File: src/sv/fully_assoc_cache_lru_fifo_assert.svh
// Assertion macros shared by the cache tag model RTL.
// Uses the including module's clk and rst_n; no other dependencies.
`ifndef FULLY_ASSOC_CACHE_LRU_FIFO_ASSERT_SVH
`define FULLY_ASSOC_CACHE_LRU_FIFO_ASSERT_SVH
`ifndef NO_ASSERTIONS
// Same-cycle implication, checked at every rising edge out of reset.
`define FAC_ASSERT_IMPL(label, ante, cons) \
    label: assert property (@(posedge clk) disable iff (!rst_n) (ante) |-> (cons)) \
        else $error("fac assertion failed");
// Next-cycle implication.
`define FAC_ASSERT_NEXT(label, ante, cons) \
    label: assert property (@(posedge clk) disable iff (!rst_n) (ante) |=> (cons)) \
        else $error("fac assertion failed");
`else
`define FAC_ASSERT_IMPL(label, ante, cons)
`define FAC_ASSERT_NEXT(label, ante, cons)
`endif
`endif

File: src/sv/fac_ram.sv
// Generic single-port-write, single-port-read RAM with registered read.
// No dependencies.
`timescale 1ns / 1ps
module fac_ram #(
    parameter int WIDTH = 8,
    parameter int DEPTH = 32
) (
    input  logic                     clk,
    input  logic                     we,
    input  logic [$clog2(DEPTH)-1:0] waddr,
    input  logic [WIDTH-1:0]         wdata,
    input  logic [$clog2(DEPTH)-1:0] raddr,
    output logic [WIDTH-1:0]         rdata
);

    logic [WIDTH-1:0] mem_reg [DEPTH];
    logic [WIDTH-1:0] rdata_reg;

    always_ff @(posedge clk)
    begin
        if (we)
        begin
            mem_reg[waddr] <= wdata;
        end
        rdata_reg <= mem_reg[raddr];
    end

    assign rdata = rdata_reg;

endmodule

File: config.mk
export PLATFORM = sky130hd
export DESIGN_NAME = fac_ram
export DESIGN_NICKNAME = d
export VERILOG_FILES = /design/src/sv/fully_assoc_cache_lru_fifo_assert.svh /design/src/sv/fac_ram.sv
export SDC_FILE = /design/constraint.sdc
export NUM_CORES = 1
export LEC_CHECK = 0
export BUFFER_PORTS_ARGS = -buffer_cell sky130_fd_sc_hd__buf_2
export CAP_MARGIN = 25
export CORE_AREA = 2 2 171 106
export DETAILED_ROUTE_END_ITERATION = 16
export DIE_AREA = 0 0 173 108
export PLACE_DENSITY = 0.76
export SYNTH_ARGS = -nofsm -noshare
export SYNTH_HDL_FRONTEND = slang
export SYNTH_SLANG_ARGS = --single-unit
File: constraint.sdc
create_clock -name clk -period 4.18 [get_ports clk]
set_input_delay 0.418 -clock clk [delete_from_list [all_inputs] [get_ports clk]]
set_output_delay 0.418 -clock clk [all_outputs]
set_load 0.02 [all_outputs]
==> results.sh <==
export IMPL_status="complete, no violations"
export IMPL_max_freq_mhz=455
export IMPL_syn_area_mm2=0.0101
export IMPL_critPathCapture="rdata[6]"
export IMPL_worstReg2RegEnd="rdata[7]"
export IMPL_fin_cells=701
export IMPL_multi_input_area_mm2=0.00210
export IMPL_die_area_mm2=0.0187
export IMPL_maxCapViolations=0
export IMPL_layout_common_cells="edfxtp_1 (256), mux4_2 (80), nor2_1 (33)"
export IMPL_cts_sinks=264
export IMPL_layout_commonest_cell="edfxtp_1"
export IMPL_rsz0062_at_grt="false"
export IMPL_num_vias=4491
export IMPL_ys_types=15
export IMPL_clockBufferDepth=3
export IMPL_wirelength_mm=20.3
export IMPL_worstPathRequired_ns=4.59
export IMPL_tightest_slew_ns=0.992
export IMPL_worstHoldStart="raddr[3]"
export IMPL_first_iter_violations=595
export IMPL_ys_ff_latch=264
export IMPL_cp_startpoint="raddr[0]"
export IMPL_p_sw_frac=0.204
export IMPL_period_share=0.526
export IMPL_post_cts_buffers=0
export IMPL_placedCellCount=661
export IMPL_fin_skew_ns=0.0164
export IMPL_p_clk_frac=0.386
export IMPL_peakVddDrop_mv=0.293
export IMPL_grt_total_usage=0.229
export IMPL_rows=37
export IMPL_core_mm2=0.0169
export IMPL_drt_pass1_iterations=5
export IMPL_start_util=0.593
export IMPL_numCtsBuffers=24
export IMPL_grt_ovfl_total=0
export IMPL_reg2reg_slack_ns=2.30
export IMPL_synth_net_count=437
export IMPL_timing_rr_start="mem_reg[30][7]"
export IMPL_drive_gt1_frac=0.323
export IMPL_diodes=0
export IMPL_arrival_ns=2.61
export IMPL_setup_viol=0
export IMPL_p_sw_mw=1.08
export IMPL_p_seq_frac=0.559
export IMPL_register_area_mm2=0.00785
export IMPL_grt_pass1_vias=4490
export IMPL_post_dp_cell_area_mm2=0.0104
export IMPL_path_class="input pin to register"
export IMPL_worst_setup_path_start_kind="input pin"
export IMPL_vias_per_cell=6.41
export IMPL_cp_max_fo=37
export IMPL_n_fill_cell=1085
export IMPL_rr_worst_depth=3
export IMPL_power_total_mw=5.29
export IMPL_areaGrowthSynthToFinish_pct=10.9
export IMPL_largest_reg_flops=256
export IMPL_avgSynthCellArea_um2=24.1
export IMPL_p_int_mw=4.21
export IMPL_period_minus_slack_ns=2.20
export IMPL_h_tree_depth=1
export IMPL_ctsHoldBuffers=0
export IMPL_powerDensity_mw_per_mm2=474
export IMPL_cp_end_kind="register"
export IMPL_post_cts_resized=0
export IMPL_comb_power_share=0.055
export IMPL_hpwl_mm=12.6
export IMPL_wire_per_inst_um=29.0
export IMPL_postLayoutCellArea_mm2=0.0111
export IMPL_timing_setup_tns_ns=0
export IMPL_yosysSeqAreaShare=0.781
export IMPL_die_w_um=173
export IMPL_slew_violations=0
export IMPL_numPortBuffers=27
export IMPL_antenna_found_initial=2
export IMPL_grt_max_degree=65
export IMPL_place_congestion=0.780
export IMPL_fin_nets=473
export IMPL_final_hold_viol_count=0
export IMPL_yosysWarnings=0
export IMPL_cts_root_buf="clkbuf_16"
export IMPL_slew_headroom=0.336
export IMPL_die_y_um=108
export IMPL_syn_inst=417
export IMPL_drc=0
export IMPL_cts_tree="built"
export IMPL_grt_first_pass_wirelength_mm=29.9
export IMPL_ant_nets=0
export IMPL_clock_latency_ns=0.52
export IMPL_clk_pin_slew_ns=0.07
export IMPL_leakagePower_nw=3.45
export IMPL_io_pins=28
export IMPL_min_path_type="input pin to register"
how the worst min path moves through the flow:
stage | end | slack (ns) | cells past startpoint
after floorplan | mem_reg[0][0] | 0.52 | 0
after global placement | rdata[3] | 0.85 | 1
after detailed placement | rdata[3] | 0.84 | 1
after CTS | rdata[3] | 0.35 | 2
after global routing | rdata[3] | 0.34 | 2
final | rdata[3] | 0.36 | 2
metrics by stage:
| stage | utilization | setup slack (ns) | hold WS [ns] |
|---|---|---|---|
| floorplan | - | 1.96 | 0.517 |
| global placement | 0.615 | 1.48 | 0.845 |
| detailed placement | 0.615 | 1.45 | 0.841 |
| CTS | 0.658 | 1.97 | 0.351 |
| global route | 0.658 | 1.90 | 0.345 |
| finish | 0.658 | 1.98 | 0.355 |
synth_stat cells:
cell type,number,area share
or3_1,1,0.00062
nor2_1,33,0.012
or3b_2,3,0.0026
mux2_2,8,0.0090
dfxtp_1,8,0.016
buf_6,1,0.0011
edfxtp_1,256,0.76
nand2_1,1,0.00037
nand3_1,2,0.0010
buf_2,1,0.00050
clkbuf_1,6,0.0022
buf_1,6,0.0022
nand3b_1,5,0.0037
buf_4,6,0.0045
mux4_2,80,0.18
critical path, cell delays in order:
cell and delay (ns):
buf_4 0.37, buf_12 0.34, mux4_2 0.60, mux4_2 0.52, mux2_2 0.29
layer usage:
metal,GRT usage,up-vias,routed length [um]
met5,0,-,10
met4,0.0412,2,304
met3,0.0707,30,2440
met2,0.320,224,8680
met1,0.365,2391,8910
li1,-,1844,-
cell families (layout without fill, tap and decap cells):
logic type | Yosys count | in the layout | synth area share
buffers and inverters | 20 | 70 | 0.0106
DFF | 264 | 264 | 0.781
muxes | 88 | 88 | 0.188
and+or+nand+nor | 45 | 45 | 0.0207
final cells by class:
class | instances | area share
clock inverter | 5 | 0.00247
tap | 234 | 0.0263
multi-input combinational | 133 | 0.188
clock buffer | 35 | 0.0622
timing repair buffer | 30 | 0.0166
sequential | 264 | 0.704
power groups by stage:
stage	Clock [mW]	Combinational [mW]	Sequential, mW
finish	2.04	0.289	2.96
CTS	2.07	0.290	2.96
detailed placement	0	0.288	3.01
floorplan	0	0.157	3.02
global placement	0	0.282	3.01
global route	2.17	0.306	2.96
Power figures use the tool's default switching activity.
