<file path="src/sv/fully_assoc_cache_lru_fifo_assert.svh">
// Assertion macros shared by the cache tag model RTL.
// Uses the including module's clk and rst_n; no other dependencies.
`ifndef FULLY_ASSOC_CACHE_LRU_FIFO_ASSERT_SVH
`define FULLY_ASSOC_CACHE_LRU_FIFO_ASSERT_SVH
`ifndef NO_ASSERTIONS
// Same-cycle implication, checked at every rising edge out of reset.
`define FAC_ASSERT_IMPL(label, ante, cons) \
    label: assert property (@(posedge clk) disable iff (!rst_n) (ante) |-> (cons)) \
        else $error("fac assertion failed");
// Next-cycle implication.
`define FAC_ASSERT_NEXT(label, ante, cons) \
    label: assert property (@(posedge clk) disable iff (!rst_n) (ante) |=> (cons)) \
        else $error("fac assertion failed");
`else
`define FAC_ASSERT_IMPL(label, ante, cons)
`define FAC_ASSERT_NEXT(label, ante, cons)
`endif
`endif

</file>
<file path="src/sv/fac_pkg.sv">
// Shared types and constants for the fully associative cache tag model.
// No dependencies; imported by fac_cell and the top level.
`timescale 1ns / 1ps
package fac_pkg;

    // register index, taken from paddr[2]
    localparam logic REG_POLICY = 1'b0;
    localparam logic REG_WAYS   = 1'b1;

    localparam logic POLICY_LRU  = 1'b0;
    localparam logic POLICY_FIFO = 1'b1;

    localparam int        WAYS_CFG_W = 4;
    localparam logic [3:0] WAYS_RESET = 4'd8;

    // seen bitmap is stored as rows of eight bits
    localparam int SEEN_ROW_W = 8;
    localparam int SEEN_SEL_W = 3;

    typedef struct packed {
        logic shift;   // take the neighbor's entry this cycle
        logic in_use;  // entry position lies below ways_in_use
    } cell_ctrl_t;

endpackage

</file>
<file path="src/sv/fac_cell.sv">
// One entry of the recency-ordered tag chain: tag, valid, match and priority.
// Depends on fac_pkg.
`timescale 1ns / 1ps
module fac_cell import fac_pkg::*; #(
    parameter int ADDR_WIDTH = 16
) (
    input  logic                  clk,
    input  logic                  rst_n,
    input  cell_ctrl_t            ctrl,
    input  logic                  prev_valid,
    input  logic [ADDR_WIDTH-1:0] prev_tag,
    input  logic [ADDR_WIDTH-1:0] lookup_addr,
    input  logic                  match_before,
    output logic                  valid,
    output logic [ADDR_WIDTH-1:0] tag,
    output logic                  match_chain
);

    logic                  valid_reg;
    logic [ADDR_WIDTH-1:0] tag_reg;
    logic                  match_here;

    always_ff @(posedge clk or negedge rst_n)
    begin
        if (!rst_n)
        begin
            valid_reg <= 1'b0;
        end
        else if (ctrl.shift)
        begin
            valid_reg <= prev_valid;
        end
    end

    always_ff @(posedge clk)
    begin
        if (ctrl.shift)
        begin
            tag_reg <= prev_tag;
        end
    end

    assign match_here  = valid_reg & ctrl.in_use & (tag_reg == lookup_addr);
    // any newer cell matching already wins
    assign match_chain = match_before | match_here;
    assign valid       = valid_reg;
    assign tag         = tag_reg;

endmodule

</file>
<file path="config.mk">
export PLATFORM = sky130hd
export DESIGN_NAME = fac_cell
export DESIGN_NICKNAME = d
export VERILOG_FILES = /design/src/sv/fully_assoc_cache_lru_fifo_assert.svh /design/src/sv/fac_pkg.sv /design/src/sv/fac_cell.sv
export SDC_FILE = /design/constraint.sdc
export NUM_CORES = 1
export LEC_CHECK = 0
export BUFFER_PORTS_ARGS = -buffer_cell sky130_fd_sc_hd__buf_2
export CAP_MARGIN = 5
export CORE_MARGIN = 2
export CORE_UTILIZATION = 33
export CTS_BUF_LIST = sky130_fd_sc_hd__clkbuf_4 sky130_fd_sc_hd__clkbuf_8 sky130_fd_sc_hd__clkbuf_16
export DETAILED_ROUTE_END_ITERATION = 16
export GPL_TIMING_DRIVEN = 0
export PLACE_DENSITY = 0.77
export SKIP_LAST_GASP = 1
export SLEW_MARGIN = 15
export SYNTH_ARGS = -nofsm -noshare
export SYNTH_HDL_FRONTEND = slang
export SYNTH_SLANG_ARGS = --single-unit
export TNS_END_PERCENT = 5
</file>
<file path="constraint.sdc">
create_clock -name clk -period 1.1 [get_ports clk]
set_input_delay 0.22 -clock clk [delete_from_list [all_inputs] [get_ports clk]]
set_output_delay 0.22 -clock clk [all_outputs]
set_load 0.02 [all_outputs]
</file>
==> results of run 1 <==
power by group:
part | leakage (uW) | internal, uW | switching, uW | total (uW)
Clock | 0.0000184 | 165 | 182 | 347
Sequential | 0.000168 | 767 | 33.0 | 800
Combinational | 0.000274 | 140 | 145 | 285
cell usage after synthesis:
master     n
nand4_1    3
nand3_1    1
edfxtp_1  16
mux2_2     1
dfrtp_1    1
xnor2_1   16
nor4_1     1
a41o_1     1
cell families after synthesis:
kind of cell,Yosys count,synth area share (%)
flops,17,72.5
compound gates,1,1.44
simple gates,5,4.31
mux,1,1.62
xor+xnor,16,20.1
how the worst max path moves through the flow:
| stage | cells past startpoint | endpoint | startpoint | slack [ns] |
|---|---|---|---|---|
| final | 5 | match_chain | tag[12]$_DFFE_PP_ | -0.73 |
| after global routing | 5 | match_chain | tag[1]$_DFFE_PP_ | -0.89 |
| after floorplan | 4 | match_chain | tag[14]$_DFFE_PP_ | -0.42 |
| after detailed placement | 5 | match_chain | tag[12]$_DFFE_PP_ | -0.54 |
| after global placement | 5 | match_chain | tag[1]$_DFFE_PP_ | -0.45 |
| after CTS | 5 | match_chain | tag[12]$_DFFE_PP_ | -0.78 |
what timing repair did:
item	in CTS	in global routing
pin swaps	3	0
hold buffers	1	0
endpoints found under the setup margin	14	18
hold endpoints to repair	1	0
resized for setup	3	0
metrics by stage:
stage               worst slack [ns]  power (uW)  utilization [%]  TNS, ns  instance area, sq um
finish                        -0.733        1430             53.6   -0.766                  1060
floorplan                     -0.421         954                -   -0.421                   697
CTS                           -0.782        1460             53.6   -0.968                  1060
global route                  -0.887        1500             53.6    -1.51                  1060
detailed placement            -0.535        1090             50.8   -0.535                  1010
global placement              -0.446        1090             50.8   -0.446                  1010
worst max-delay path: stages, from the launching register on:
cell	delay [ns]
edfxtp_1	0.44
xnor2_2	0.16
nand4_1	0.14
nor4_2	0.28
a41o_1	0.19
buf_4	0.13
per-layer routing:
metal / up-vias / track usage [%] / routed length, um
met5: - / 0 / 0
met4: 0 / 6.94 / 13
met3: 2 / 3.03 / 164
met2: 41 / 23.8 / 712
met1: 229 / 15.2 / 576
li1: 268 / - / -
final cells by class:
class	instances	area (sq um)
Sequential cell	17	505
Multi-Input combinational cell	23	205
Tap cell	27	33.8
Fill cell	173	920
Clock buffer	4	30.0
Timing Repair Buffer	56	288
==> results.sh, run 1 <==
export IMPL_clock_sinks=17
export IMPL_largest_reg_flops=16
export IMPL_yosysTopAreaCell="edfxtp_1"
export IMPL_grt_pass1_wl_um=2470
export IMPL_min_to="tag[15]$_DFFE_PP_"
export IMPL_p_leak_uw=0.000460
export IMPL_die_w_um=50.0
export IMPL_synth_top_area_share_pct=68.9
export IMPL_diodes=0
export IMPL_rrSetupSlack_ns=0.33
export IMPL_ant_nets=0
export IMPL_start_kind="flop"
export IMPL_min_period_over_period_pct=167
export IMPL_routed_via_density=4.25
export IMPL_hold_class="in -> reg"
export IMPL_drtIter0Drc=3
export IMPL_endpoint_kind="primary output"
export IMPL_timing_rr_end="valid$_DFFE_PN0P_"
export IMPL_grt_ovfl_total=0
export IMPL_worst_slack_ns=-0.733
export IMPL_slew_violations=0
export IMPL_finalHoldViolCount=0
export IMPL_dp_cells=122
export IMPL_die_area_sq_um=2500
export IMPL_pin_count=56
export IMPL_layout_drive_gt1_share_pct=62.0
export IMPL_syn_inst=40
export IMPL_grt_pass1_vias=577
export IMPL_final_nets=139
export IMPL_first_pass_iters=5
export IMPL_numCtsBuffers=3
export IMPL_critPathKind="reg -> out"
export IMPL_timing_hold_ws_ns=0.107
export IMPL_synth_cell_types=8
export IMPL_fmax_ghz=0.546
export IMPL_coreArea_sq_um=1980
export IMPL_rows=16
export IMPL_reg2reg_from="valid$_DFFE_PN0P_"
export IMPL_clk_latency_ns=0.28
export IMPL_route_detailed_drc=0
export IMPL_wl_um=1470
export IMPL_violations="negative setup slack"
export IMPL_areaGrowthSynthToFinish_pct=52.4
export IMPL_cts_root_buf="clkbuf_4"
export IMPL_dieHeight_um=50.0
export IMPL_clock_skew_ns=0
export IMPL_rsz0062_at_grt="true"
export IMPL_fin_cells=127
export IMPL_tightestPinTransition_ns=0.361
export IMPL_holdPathStages=1
export IMPL_syn_num_nets=78
export IMPL_route_vias_total=540
export IMPL_synth_area_leaders="edfxtp_1 69%, xnor2_1 20%, dfrtp_1 3.6%"
export IMPL_ys_ff_latch=17
export IMPL_grt_max_degree=18
export IMPL_setup_viol=5
export IMPL_relSlewSlack_pct=76.0
export IMPL_h_tree_depth=1
export IMPL_initial_core_util_pct=35.2
export IMPL_syn_area_sq_um=697
export IMPL_yosysWarnings=0
export IMPL_ir_drop_mv=0.731
export IMPL_cts_tree="done"
export IMPL_antenna_found_initial=0
export IMPL_place_gp_congestion=0.643
export IMPL_postCtsSetupRepairBufs=0
export IMPL_ff2ff_path_depth=1
export IMPL_clkSlewWorstSetupHoldPaths_ns=0.09
export IMPL_crit_fanout=2
export IMPL_place_port_buffers=55
export IMPL_final_cell_mix="54 x buf_2, 16 x edfxtp_1, 15 x xnor2_1"
export IMPL_arrival_ns=1.61
export IMPL_required_ns=0.88
export IMPL_seq_area_frac_synth_pct=72.5
export IMPL_max_cap_viol_count=0
export IMPL_cts_buffer_depth=2
export IMPL_status="complete, but fails checks"
export IMPL_syn_area_per_cell_sq_um=17.4
export IMPL_min_from="prev_tag[15]"
export IMPL_final_common_cell="buf_2"
export IMPL_finalCriticalPeriod_ns=1.83
export IMPL_track_usage_pct=13.5
export IMPL_routedWlPerCell_um=11.6
export IMPL_power_density_nw_per_um2=1350
Power figures use the tool's default switching activity.
==> run 2: changes to the inputs <==
- CORE_UTILIZATION: 33 -> 40
- PLACE_DENSITY: 0.77 -> 0.87
- clock period: 1.1 -> 2.4 ns (I/O delays scaled with it)
==> results.sh, run 2 (synthesized netlist as in run 1, its figures left out) <==
export IMPL_post_cts_resized=0
export IMPL_ir_drop_mv=0.357
export IMPL_clkSlewWorstSetupHoldPaths_ns=0.09
export IMPL_grt_ovfl_total=0
export IMPL_clk_latency_ns=0.27
export IMPL_crit_fanout=2
export IMPL_critPathKind="reg -> out"
export IMPL_fin_cells=117
export IMPL_grt_pass1_wl_um=2010
export IMPL_final_cell_mix="55 x buf_2, 16 x xnor2_1, 16 x edfxtp_1"
export IMPL_pin_count=56
export IMPL_rows=15
export IMPL_route_detailed_drc=0
export IMPL_route_vias_total=557
export IMPL_relSlewSlack_pct=76.3
export IMPL_post_dp_cell_area_sq_um=993
export IMPL_routed_via_density=4.76
export IMPL_critical_path_cell_chain="xnor2_1 > nand3_1 > nor4_1 > a41o_1 > buf_2"
export IMPL_hold_class="in -> reg"
export IMPL_met1_usage_pct=10.8
export IMPL_fmax_ghz=0.453
export IMPL_finalHoldViolCount=0
export IMPL_clock_skew_ns=0
export IMPL_min_from="prev_tag[12]"
export IMPL_antenna_found_initial=0
export IMPL_die_w_um=45.7
export IMPL_tightestPinTransition_ns=0.356
export IMPL_layout_drive_gt1_share_pct=60.0
export IMPL_worst_slack_ns=0.191
export IMPL_coreArea_sq_um=1690
export IMPL_routedWlPerCell_um=12.3
export IMPL_groute_layer_met3_usage_pct=5.16
export IMPL_die_area_sq_um=2090
export IMPL_stdcell_area_sq_um=1030
export IMPL_startpoint="tag[3]$_DFFE_PP_"
export IMPL_wl_um=1430
export IMPL_gr_max_usage_layer="met2"
export IMPL_multi_input_area_sq_um=191
export IMPL_clock_sinks=17
export IMPL_first_pass_iters=3
export IMPL_arrival_ns=1.73
export IMPL_min_period_over_period_pct=92.0
export IMPL_slowest_delay_ns=0.41
export IMPL_nFillCells=146
export IMPL_max_cap_viol_count=0
export IMPL_required_ns=1.92
export IMPL_slew_violations=0
export IMPL_setup_tns_ns=0
export IMPL_cts_tree="done"
export IMPL_dieHeight_um=45.7
export IMPL_p_leak_uw=0.000454
export IMPL_largest_reg_flops=16
export IMPL_h_tree_depth=1
export IMPL_place_gp_congestion=0.630
export IMPL_finalCriticalPeriod_ns=2.21
export IMPL_pre_cts_slack_ns=0.262
export IMPL_drtIter0Drc=2
export IMPL_reg2reg_from="valid$_DFFE_PN0P_"
export IMPL_power_density_nw_per_um2=629
export IMPL_diodes=0
export IMPL_cts_buffer_depth=2
export IMPL_areaGrowthSynthToFinish_pct=48.3
export IMPL_slowest_stage="edfxtp_1"
export IMPL_met2_usage_pct=30.7
export IMPL_final_common_cell="buf_2"
export IMPL_initial_core_util_pct=41.3
export IMPL_start_kind="flop"
export IMPL_track_usage_pct=14.1
export IMPL_numCtsBuffers=3
export IMPL_grt_pass1_vias=530
export IMPL_cts_root_buf="clkbuf_4"
export IMPL_rsz0062_at_grt="false"
export IMPL_dp_cells=112
export IMPL_place_port_buffers=55
export IMPL_timing_hold_ws_ns=0.370
export IMPL_regArea_sq_um=505
export IMPL_ant_nets=0
export IMPL_endpoint_kind="primary output"
export IMPL_final_nets=139
export IMPL_status="completed"
export IMPL_grt_max_degree=18
export IMPL_setup_viol=0
-- run 2: changes by cell type in the layout (fill, tap and decap cells not counted) --
cell,before,now
xnor2_2,1,0
nor4_2,1,0
xnor2_1,15,16
nor4_1,0,1
buf_4,1,0
buf_2,54,55
-- run 2: cell type report --
| cell class | count | share of cell area (%) |
|---|---|---|
| Timing Repair Buffer | 56 | 27.6 |
| Tap cell | 17 | 2.06 |
| Sequential cell | 17 | 48.9 |
| Multi-Input combinational cell | 23 | 18.5 |
| Clock buffer | 4 | 2.91 |
-- run 2: worst paths after layout --
check	endpoint	slack, ns	cells after the start
max reg2reg	valid$_DFFE_PN0P_	1.63	1
min reg2reg	valid$_DFFE_PN0P_	0.55	1
max in group asynchronous	valid$_DFFE_PN0P_	1.80	2
max	match_chain	0.19	5
min in group asynchronous	valid$_DFFE_PN0P_	0.51	2
min	tag[12]$_DFFE_PP_	0.37	1
-- run 2: power by group --
group / switching (uW) / leakage, uW / internal, uW
sequential: 14.6 / 0.000168 / 351
combinational: 66.2 / 0.000267 / 62.5
clock: 79.5 / 0.0000184 / 75.6
total: 160 / 0.000454 / 489
-- run 2: worst max-delay path: cells and delay by family, from the launching register on --
family,cells,cell delay (ns)
simple gates,2,0.46
buf+inv,1,0.16
xor+xnor,1,0.21
flops,1,0.41
compound gates,1,0.22
-- run 2: what timing repair did --
| item | 4_1_cts | 5_1_grt |
|---|---|---|
| setup buffers | 0 | 0 |
| hold buffers | 1 | 0 |
| hold endpoints to repair | 1 | 0 |
-- run 2: layer usage --
| metal | part of all wire, % | routed length (um) | up-vias |
|---|---|---|---|
| li1 | - | - | 270 |
| met1 | 32 | 464 | 253 |
| met2 | 56 | 803 | 34 |
| met3 | 12 | 167 | 0 |
| met4 | 0 | 0 | 0 |
| met5 | 0 | 0 | - |
-- run 2: stage by stage --
stage                     utilization, %  total power (uW)
after global placement              58.8               496
final                               61.2               650
after CTS                           61.2               660
after detailed placement            58.8               502
after floorplan                        -               437
after global routing                61.2               684
